===== src/design/tsma_pkg.sv =====
// ---------------------------------------------------------------------------
// Temperature sensor moving average package
// Shared widths, conversion constants, controller states and the command and
// status groups that pass between the controller and the datapath.
// ---------------------------------------------------------------------------
`default_nettype none

package tsma_pkg;

   localparam int CODE_W        = 12;
   localparam int TEMP_W        = 19;
   localparam int DEPTH_DEFAULT = 30;

   // code * 307200 / 4095 = 75 * code + (75 * code) / 4095
   localparam int CONV_MUL    = 75;
   localparam int CONV_DEN    = 4095;
   localparam int DEN_SHIFT   = 12;
   localparam int CONV_OFFSET = 71424;

   typedef enum logic [2:0] {
      ST_IDLE,
      ST_CONVERT,
      ST_ACCUM,
      ST_DIV_LOAD,
      ST_DIVIDE,
      ST_DELIVER
   } ctrl_state_type;

   typedef struct packed {
      logic capture;
      logic convert;
      logic accumulate;
      logic div_load;
      logic div_step;
      logic out_load;
   } dp_cmd_type;

   typedef struct packed {
      logic div_last;
   } dp_status_type;

endpackage : tsma_pkg

`default_nettype wire


===== src/design/tsma_channels.sv =====
// ---------------------------------------------------------------------------
// Temperature sensor moving average channels
// Valid/ready interfaces for the ADC code input and the averaged result.
// ---------------------------------------------------------------------------
`default_nettype none

interface tsma_req_if;
   import tsma_pkg::*;

   logic              valid;
   logic              ready;
   logic [CODE_W-1:0] adc_code;

   modport source (output valid, output adc_code, input ready);
   modport sink   (input valid, input adc_code, output ready);
endinterface : tsma_req_if

interface tsma_rsp_if;
   import tsma_pkg::*;

   logic                     valid;
   logic                     ready;
   logic signed [TEMP_W-1:0] avg_temp;
   logic signed [TEMP_W-1:0] sample_temp;

   modport source (output valid, output avg_temp, output sample_temp, input ready);
   modport sink   (input valid, input avg_temp, input sample_temp, output ready);
endinterface : tsma_rsp_if

`default_nettype wire


===== src/design/tsma_ctrl.sv =====
// ---------------------------------------------------------------------------
// Temperature sensor moving average controller
// Sequences one sample through conversion, window update, division and
// delivery, and owns the handshake flags of both channels.
// ---------------------------------------------------------------------------
`default_nettype none

module tsma_ctrl (
   input  wire                          clock,
   input  wire                          reset,
   input  wire                          req_valid,
   output logic                         req_ready,
   output logic                         rsp_valid,
   input  wire                          rsp_ready,
   output tsma_pkg::dp_cmd_type         cmd,
   input  wire tsma_pkg::dp_status_type status
);
   import tsma_pkg::*;

   ctrl_state_type state_ff, state_in;
   logic           out_valid_ff, out_valid_in;
   logic           req_fire;
   logic           out_free;

   assign req_fire  = req_valid && req_ready;
   assign out_free  = !out_valid_ff || rsp_ready;
   assign rsp_valid = out_valid_ff;

   always_comb begin
      state_in     = state_ff;
      out_valid_in = out_valid_ff && !rsp_ready;
      cmd          = '0;
      req_ready    = 1'b0;
      case (state_ff)
         ST_IDLE: begin
            req_ready   = 1'b1;
            cmd.capture = req_valid;
            if (req_valid) begin
               state_in = ST_CONVERT;
            end
         end
         ST_CONVERT: begin
            cmd.convert = 1'b1;
            state_in    = ST_ACCUM;
         end
         ST_ACCUM: begin
            cmd.accumulate = 1'b1;
            state_in       = ST_DIV_LOAD;
         end
         ST_DIV_LOAD: begin
            cmd.div_load = 1'b1;
            state_in     = ST_DIVIDE;
         end
         ST_DIVIDE: begin
            cmd.div_step = 1'b1;
            if (status.div_last) begin
               state_in = ST_DELIVER;
            end
         end
         ST_DELIVER: begin
            // The result waits here until the output register is free.
            if (out_free) begin
               cmd.out_load = 1'b1;
               out_valid_in = 1'b1;
               state_in     = ST_IDLE;
            end
         end
         default: begin
            state_in = ST_IDLE;
         end
      endcase
   end

   always_ff @(posedge clock) begin
      if (reset) begin
         state_ff     <= ST_IDLE;
         out_valid_ff <= 1'b0;
      end else begin
         state_ff     <= state_in;
         out_valid_ff <= out_valid_in;
      end
   end

   a_accept_starts: assert property (@(posedge clock) disable iff (reset)
      req_fire |=> state_ff == ST_CONVERT)
      else $error("accepted sample did not start conversion");

   a_divide_ends: assert property (@(posedge clock) disable iff (reset)
      (state_ff == ST_DIVIDE && status.div_last) |=> state_ff == ST_DELIVER)
      else $error("division did not hand over to delivery");

   a_no_overwrite: assert property (@(posedge clock) disable iff (reset)
      cmd.out_load |-> (!out_valid_ff || rsp_ready))
      else $error("output register loaded over a pending result");

endmodule : tsma_ctrl

`default_nettype wire


===== src/design/tsma_dp.sv =====
// ---------------------------------------------------------------------------
// Temperature sensor moving average datapath
// ADC code to Q.8 conversion, sample window memory, running sum, serial
// divider for the mean and the output register.
// ---------------------------------------------------------------------------
`default_nettype none

module tsma_dp #(
   parameter int DEPTH = tsma_pkg::DEPTH_DEFAULT
) (
   input  wire                                 clock,
   input  wire                                 reset,
   input  wire tsma_pkg::dp_cmd_type           cmd,
   output tsma_pkg::dp_status_type             status,
   input  wire  [tsma_pkg::CODE_W-1:0]         adc_code,
   output logic signed [tsma_pkg::TEMP_W-1:0]  avg_temp,
   output logic signed [tsma_pkg::TEMP_W-1:0]  sample_temp
);
   import tsma_pkg::*;

   localparam int CNT_W  = $clog2(DEPTH + 1);
   localparam int SLOT_W = (DEPTH > 1) ? $clog2(DEPTH) : 1;
   localparam int SUM_W  = TEMP_W + CNT_W;
   localparam int STEP_W = $clog2(SUM_W);
   localparam int QEST_W = TEMP_W - DEN_SHIFT;
   localparam int REM_W  = DEN_SHIFT + 1;

   // Window memory, no reset: slots not yet written are masked by the fill count.
   logic signed [TEMP_W-1:0] sample_ring_ff [DEPTH];

   logic [CODE_W-1:0]        code_ff, code_in;
   logic signed [TEMP_W-1:0] old_raw_ff;
   logic                     old_used_ff, old_used_in;
   logic signed [TEMP_W-1:0] temp_ff, temp_in;
   logic [SLOT_W-1:0]        slot_ff, slot_in;
   logic [CNT_W-1:0]         count_ff, count_in;
   logic signed [SUM_W-1:0]  sum_ff, sum_in;
   logic [SUM_W-1:0]         quot_ff, quot_in;
   logic [CNT_W-1:0]         rem_ff, rem_in;
   logic [CNT_W-1:0]         divisor_ff, divisor_in;
   logic                     neg_ff, neg_in;
   logic [STEP_W-1:0]        step_ff, step_in;
   logic signed [TEMP_W-1:0] avg_ff, avg_in;
   logic signed [TEMP_W-1:0] sample_ff, sample_in;

   logic [TEMP_W-1:0]        times_mul;
   logic [QEST_W-1:0]        quot_est;
   logic [REM_W-1:0]         rem_est;
   logic                     rem_carry;
   logic [TEMP_W-1:0]        scaled;
   logic signed [TEMP_W-1:0] old_val;
   logic [SUM_W-1:0]         sum_mag;
   logic [CNT_W:0]           trial;
   logic                     fits;
   logic [TEMP_W-1:0]        mag_low;

   // Division by 4095 = 4096 - 1: the shifted estimate is short by at most one.
   always_comb begin
      times_mul = TEMP_W'(code_ff) * TEMP_W'(CONV_MUL);
      quot_est  = times_mul[TEMP_W-1:DEN_SHIFT];
      rem_est   = {1'b0, times_mul[DEN_SHIFT-1:0]} + REM_W'(quot_est);
      rem_carry = rem_est >= REM_W'(CONV_DEN);
      scaled    = times_mul + TEMP_W'(quot_est) + TEMP_W'(rem_carry);
   end

   always_comb begin
      old_val = old_used_ff ? old_raw_ff : '0;
      sum_mag = sum_ff[SUM_W-1] ? unsigned'(-sum_ff) : unsigned'(sum_ff);
      trial   = {rem_ff, quot_ff[SUM_W-1]};
      fits    = trial >= {1'b0, divisor_ff};
      mag_low = quot_ff[TEMP_W-1:0];
      status.div_last = step_ff == STEP_W'(SUM_W - 1);
   end

   always_comb begin
      code_in     = code_ff;
      old_used_in = old_used_ff;
      temp_in     = temp_ff;
      slot_in     = slot_ff;
      count_in    = count_ff;
      sum_in      = sum_ff;
      quot_in     = quot_ff;
      rem_in      = rem_ff;
      divisor_in  = divisor_ff;
      neg_in      = neg_ff;
      step_in     = step_ff;
      avg_in      = avg_ff;
      sample_in   = sample_ff;

      if (cmd.capture) begin
         code_in     = adc_code;
         old_used_in = count_ff == CNT_W'(DEPTH);
      end
      if (cmd.convert) begin
         temp_in = signed'(scaled - TEMP_W'(CONV_OFFSET));
      end
      if (cmd.accumulate) begin
         sum_in   = sum_ff - SUM_W'(old_val) + SUM_W'(temp_ff);
         slot_in  = (slot_ff == SLOT_W'(DEPTH - 1)) ? '0 : slot_ff + 1'b1;
         count_in = (count_ff == CNT_W'(DEPTH)) ? count_ff : count_ff + 1'b1;
      end
      if (cmd.div_load) begin
         quot_in    = sum_mag;
         rem_in     = '0;
         divisor_in = count_ff;
         neg_in     = sum_ff[SUM_W-1];
         step_in    = '0;
      end
      if (cmd.div_step) begin
         rem_in  = fits ? CNT_W'(trial - {1'b0, divisor_ff}) : trial[CNT_W-1:0];
         quot_in = {quot_ff[SUM_W-2:0], fits};
         step_in = step_ff + 1'b1;
      end
      if (cmd.out_load) begin
         avg_in    = neg_ff ? -signed'(mag_low) : signed'(mag_low);
         sample_in = temp_ff;
      end
   end

   always_ff @(posedge clock) begin
      if (cmd.accumulate) begin
         sample_ring_ff[slot_ff] <= temp_ff;
      end
      if (cmd.capture) begin
         old_raw_ff <= sample_ring_ff[slot_ff];
      end
   end

   always_ff @(posedge clock) begin
      if (reset) begin
         slot_ff  <= '0;
         count_ff <= '0;
         sum_ff   <= '0;
         step_ff  <= '0;
      end else begin
         slot_ff  <= slot_in;
         count_ff <= count_in;
         sum_ff   <= sum_in;
         step_ff  <= step_in;
      end
   end

   always_ff @(posedge clock) begin
      code_ff     <= code_in;
      old_used_ff <= old_used_in;
      temp_ff     <= temp_in;
      quot_ff     <= quot_in;
      rem_ff      <= rem_in;
      divisor_ff  <= divisor_in;
      neg_ff      <= neg_in;
      avg_ff      <= avg_in;
      sample_ff   <= sample_in;
   end

   assign avg_temp    = avg_ff;
   assign sample_temp = sample_ff;

   a_count_nonzero: assert property (@(posedge clock) disable iff (reset)
      cmd.accumulate |=> count_ff != '0)
      else $error("sample count is zero after a window update");

   a_rem_below_div: assert property (@(posedge clock) disable iff (reset)
      cmd.div_step |=> rem_ff < divisor_ff)
      else $error("divider remainder not below divisor");

   a_count_bound: assert property (@(posedge clock) disable iff (reset)
      count_ff <= CNT_W'(DEPTH))
      else $error("sample count above window depth");

endmodule : tsma_dp

`default_nettype wire


===== src/design/temp_sensor_moving_average.sv =====
// A result passes through the convert, accumulate, divide-load, divide and
// deliver states after its sample transfer; the one-bit-per-cycle divider
// forms the mean of the SUM_W = 19 + clog2(DEPTH + 1) bit running sum, and
// deliver waits for a free output register. No new sample is taken while one
// is in flight; a pending result does not block the next sample transfer.
// Synchronous reset clears window, sum and counters; no clearing pass is needed.
// ---------------------------------------------------------------------------
// Temperature sensor moving average
// Converts raw ADC codes to Q.8 degrees Celsius and reports the boxcar mean
// over the last DEPTH samples together with the converted sample.
// ---------------------------------------------------------------------------
`default_nettype none

module temp_sensor_moving_average #(
   parameter int DEPTH = tsma_pkg::DEPTH_DEFAULT
) (
   input wire          clock,
   input wire          reset,
   tsma_req_if.sink    req_channel,
   tsma_rsp_if.source  rsp_channel
);
   import tsma_pkg::*;

   dp_cmd_type    cmd;
   dp_status_type status;

   tsma_ctrl u_ctrl (
      .clock     (clock),
      .reset     (reset),
      .req_valid (req_channel.valid),
      .req_ready (req_channel.ready),
      .rsp_valid (rsp_channel.valid),
      .rsp_ready (rsp_channel.ready),
      .cmd       (cmd),
      .status    (status)
   );

   tsma_dp #(
      .DEPTH (DEPTH)
   ) u_dp (
      .clock       (clock),
      .reset       (reset),
      .cmd         (cmd),
      .status      (status),
      .adc_code    (req_channel.adc_code),
      .avg_temp    (rsp_channel.avg_temp),
      .sample_temp (rsp_channel.sample_temp)
   );

endmodule : temp_sensor_moving_average

`default_nettype wire

===== src/flat_wrapper.sv =====
// flat-port wrapper written by rule: the top's interface ports become plain ports
module temp_sensor_moving_average_flat import tsma_pkg::*;
#(
   parameter int DEPTH = tsma_pkg::DEPTH_DEFAULT
)
  (clock, reset, req_channel_valid, req_channel_adc_code, req_channel_ready, rsp_channel_valid, rsp_channel_avg_temp, rsp_channel_sample_temp, rsp_channel_ready);
  tsma_req_if req_channel_i ();
  tsma_rsp_if rsp_channel_i ();
  input wire clock;
  input wire reset;
  input wire logic [$bits(req_channel_i.valid)-1:0] req_channel_valid;
  input wire logic [$bits(req_channel_i.adc_code)-1:0] req_channel_adc_code;
  output wire logic [$bits(req_channel_i.ready)-1:0] req_channel_ready;
  output wire logic [$bits(rsp_channel_i.valid)-1:0] rsp_channel_valid;
  output wire logic [$bits(rsp_channel_i.avg_temp)-1:0] rsp_channel_avg_temp;
  output wire logic [$bits(rsp_channel_i.sample_temp)-1:0] rsp_channel_sample_temp;
  input wire logic [$bits(rsp_channel_i.ready)-1:0] rsp_channel_ready;
  assign req_channel_i.valid = req_channel_valid;
  assign req_channel_i.adc_code = req_channel_adc_code;
  assign req_channel_ready = req_channel_i.ready;
  assign rsp_channel_valid = rsp_channel_i.valid;
  assign rsp_channel_avg_temp = rsp_channel_i.avg_temp;
  assign rsp_channel_sample_temp = rsp_channel_i.sample_temp;
  assign rsp_channel_i.ready = rsp_channel_ready;
  temp_sensor_moving_average #(.DEPTH(DEPTH)) u_core (.clock(clock), .reset(reset), .req_channel(req_channel_i), .rsp_channel(rsp_channel_i));
endmodule

===== config.mk =====
export PLATFORM = sky130hd
export DESIGN_NAME = temp_sensor_moving_average_flat
export DESIGN_NICKNAME = d
export VERILOG_FILES = /design/src/design/tsma_pkg.sv /design/src/design/tsma_channels.sv /design/src/design/tsma_ctrl.sv /design/src/design/tsma_dp.sv /design/src/design/temp_sensor_moving_average.sv /design/src/flat_wrapper.sv
export SDC_FILE = /design/constraint.sdc
export NUM_CORES = 1
export LEC_CHECK = 0
export BUFFER_PORTS_ARGS = -buffer_cell sky130_fd_sc_hd__buf_2
export CORE_ASPECT_RATIO = 1.75
export CORE_MARGIN = 3
export CORE_UTILIZATION = 35
export CTS_CLUSTER_DIAMETER = 150
export DETAILED_ROUTE_END_ITERATION = 8
export HOLD_SLACK_MARGIN = 0.02
export MAX_ROUTING_LAYER = met4
export PLACE_DENSITY = 0.53
export SYNTH_ARGS = -nofsm -noshare
export SYNTH_HDL_FRONTEND = slang
export SYNTH_HIERARCHICAL = 1
export SYNTH_SLANG_ARGS = --single-unit

===== constraint.sdc =====
create_clock -name clock -period 7.7 [get_ports clock]
set_input_delay 1.54 -clock clock [delete_from_list [all_inputs] [get_ports clock]]
set_output_delay 1.54 -clock clock [all_outputs]
set_load 0.05 [all_outputs]

==> flow_metrics.tcl <==
set metrics [dict create \
    run_status "finished clean" \
    fmax_mhz 136 \
    p_clk_frac 0.275 \
    cp_common_cell "ha_1" \
    io_buffers 55 \
    seq_power_share 0.392 \
    ys_types 80 \
    clockBufferDepth 3 \
    synth_top_area_frac 0.637 \
    grt.overflow.total 0 \
    tightest_slew_ns 1.11 \
    vias 17800 \
    netlist_instances 2051 \
    synth_area_leaders "edfxtp_1 (64%), mux4_2 (9.2%), ha_1 (3.7%)" \
    die_x_um 237 \
    htreeDepth 3 \
    drt_iter0_drc 1187 \
    cellLeakagePower_nw 12.5 \
    synth.most_common_cell "edfxtp_1" \
    avgSynthCellArea_um2 16.0 \
    slew_headroom 0.262 \
    post_drt_wl_per_cell_um 23.0 \
    cap_violations 0 \
    core_area_mm2 0.0923 \
    max_stage_delay_ns 0.54 \
    cts_tree "built" \
    p_comb_frac 0.333 \
    clock_latency_ns 0.63 \
    root_buffer "clkbuf_16" \
    p_int_w 0.00885 \
    antenna_found_initial 0 \
    final-max-slew-violation-count 0 \
    core.rowCount 147 \
    finalCriticalPeriod_ns 7.35 \
    swShare 0.331 \
    end_kind "flop" \
    ys_warn_count 6 \
    drcViolationCount 0 \
    grt_max_degree 103 \
    powerDensity_mw_per_mm2 352 \
    yosys.area.top_type "edfxtp_1" \
    synthFlopType "edfxtp_1" \
    ios 56 \
    multiInputGateArea_mm2 0.0105 \
    die_area_mm2 0.0974 \
    hold_class "flop to flop" \
    fin_skew_ns 0.0227 \
    seq_area_frac_synth 0.663 \
    grt_use_total 0.167 \
    ff_latch_area_mm2 0.0217 \
    power.total_w 0.0132 \
    cp.required_ns 8.07 \
    place.gp.congestion 0.792 \
    die_h_um 411 \
    antenna-diode-count 0 \
    synth_commonest_cells "edfxtp_1 (694), inv_1 (157), mux4_2 (133), nor2_1 (107), nand2_1 (103)" \
    crit_arrival_ns 7.72 \
    place_hpwl_um 53700 \
    syn-cell-area_mm2 0.0327 \
    synth_seq_cells 737 \
    p_sw_w 0.00438 \
    drive_gt1_frac 0.201 \
    fillerInstances 8353 \
    cts_buffers 72 \
    synth_edf_count 694 \
    timing.final.crit_share 0.954 \
    grt_pass1_wl_um 118000 \
    initial_core_util 0.355 \
    path_class "flop to flop" \
    dp.cells 3290 \
    setup-violations-final 0 \
    clock_sinks 737 \
    instances_no_fill 3423 \
    ys_async_sr_fraction 0 \
    syn-num-nets 2203 \
    cp-start-kind "flop" \
    cpMaxStageDelayCell "fa_1" \
    final_util 0.406 \
    final_nets 2328 \
    grt_pass1_vias 18800 \
    wl_um 78700 \
    area_delta_synth_final_pct 14.6 \
    clk_pin_slew_ns 0.06 \
    postRouteAntennaNets 0 \
    worst-path-max-fanout 6 \
    max-vdd-ir-drop_uv 250 \
    vias_per_cell 5.20 \
    hold_viol_final 0 \
    first_pass_iters 5 \
]
metrics by stage:
step                worst slack, ns  hold slack [ns]  instance area [um^2]  TNS [ns]
finish                        0.351            0.470                 37500         0
CTS                         0.00279            0.466                 37300         0
global route                -0.0523            0.499                 37500   -0.0724
global placement             -0.116            0.440                 34900    -0.257
floorplan                     0.548            0.425                 32700         0
detailed placement           -0.190            0.450                 34900    -0.469
worst max-delay path: cells and delay by family, from the launching register on:
kind | cells | cell delay (ns)
xor gates and xnor gates | 3 | 0.43
and+or+nand+nor | 2 | 0.55
AOI/OAI and AO/OA | 12 | 2.82
DFF | 1 | 0.38
adders and majority gates | 8 | 2.72
buffers and inverters | 3 | 0.19
power by group through the flow:
stage / sequential, W / clock [W] / combinational, W
floorplan: 0.00544 / 0 / 0.00282
global placement: 0.00527 / 0 / 0.00419
detailed placement: 0.00528 / 0 / 0.00425
CTS: 0.00519 / 0.00375 / 0.00429
global route: 0.00521 / 0.00389 / 0.00489
finish: 0.00519 / 0.00364 / 0.00440
layout make-up:
type / count / share of cell area
well taps: 1192 / 0.0397
multi-input cells: 1080 / 0.279
flip-flops and latches: 737 / 0.579
repair buffers: 127 / 0.0224
clock buffers: 86 / 0.0522
inverters: 158 / 0.0158
clock inverters: 43 / 0.0124
path summary, 6_finish.rpt:
check	cells past startpoint	start	endpoint	slack [ns]
max	28	u_core/u_dp/code_ff[5]	u_core/u_dp/temp_ff[14]	0.35
min	2	u_core/u_dp/sum_ff[21]	u_core/u_dp/sum_ff[21]	0.47
max reg2reg	28	u_core/u_dp/code_ff[5]	u_core/u_dp/temp_ff[14]	0.35
min reg2reg	2	u_core/u_dp/sum_ff[21]	u_core/u_dp/sum_ff[21]	0.47
kinds of logic (layout without fill, tap and decap cells):
group	count (synthesis)	after routing	share of synthesized area
and+or+nand+nor	371	371	0.0553
AOI/OAI and AO/OA	301	301	0.0631
adders and majority gates	136	136	0.0612
muxes	169	169	0.103
DFF	737	737	0.663
buffers and inverters	234	414	0.0269
xor gates and xnor gates	103	103	0.0281
registers in the layout (all words and copies together) (netlist names):
name,count
u_core/u_dp/neg_ff,1
u_core/u_dp/code_ff,12
u_core/u_dp/count_ff,5
u_core/u_dp/sum_ff,24
u_core/u_dp/avg_temp,19
u_core/u_ctrl/state_ff,3
u_core/u_dp/old_used_ff,1
u_core/u_dp/rem_ff,5
u_core/u_dp/quot_ff,24
u_core/u_dp/old_raw_ff,19
u_core/u_dp/sample_temp,19
u_core/u_dp/temp_ff,19
u_core/u_dp/slot_ff,5
u_core/u_ctrl/rsp_valid,1
u_core/u_dp/sample_ring_ff,570
u_core/u_dp/divisor_ff,5
u_core/u_dp/step_ff,5
layout by cell type (no fill, tap or decap), types with 14 or more instances in the layout:
cell	n
nand4_1	24
xor2_1	24
edfxtp_1	694
fa_1	40
a21o_1	17
a21oi_1	54
xnor2_1	76
mux4_2	133
nor2_2	21
ha_1	93
buf_4	70
a22oi_1	54
mux2i_1	35
clkbuf_16	76
nor3_1	15
o211ai_1	17
nor2_1	80
inv_1	157
and2_1	23
nand2_1	103
clkinv_1	16
buf_2	55
o21ai_0	59
dfxtp_1	40
nand2b_1	14
metal layers:
layer / track usage / part of all wire / routed length (um) / vias up
li1: - / - / - / 8126
met1: 0.174 / 0.37 / 28800 / 9206
met2: 0.321 / 0.57 / 45100 / 342
met3: 0.0211 / 0.030 / 2380 / 136
met4: 0.0583 / 0.031 / 2450 / 0
met5: - / 0 / 0 / -
what timing repair did:
item / 4_1_cts / 5_1_grt
buffers inserted: 0 / 4
pin swaps: 0 / 7
hold buffers: 0 / 0
setup endpoints to repair: 4 / 11
resized for setup: 2 / 26
Power figures use the tool's default switching activity.
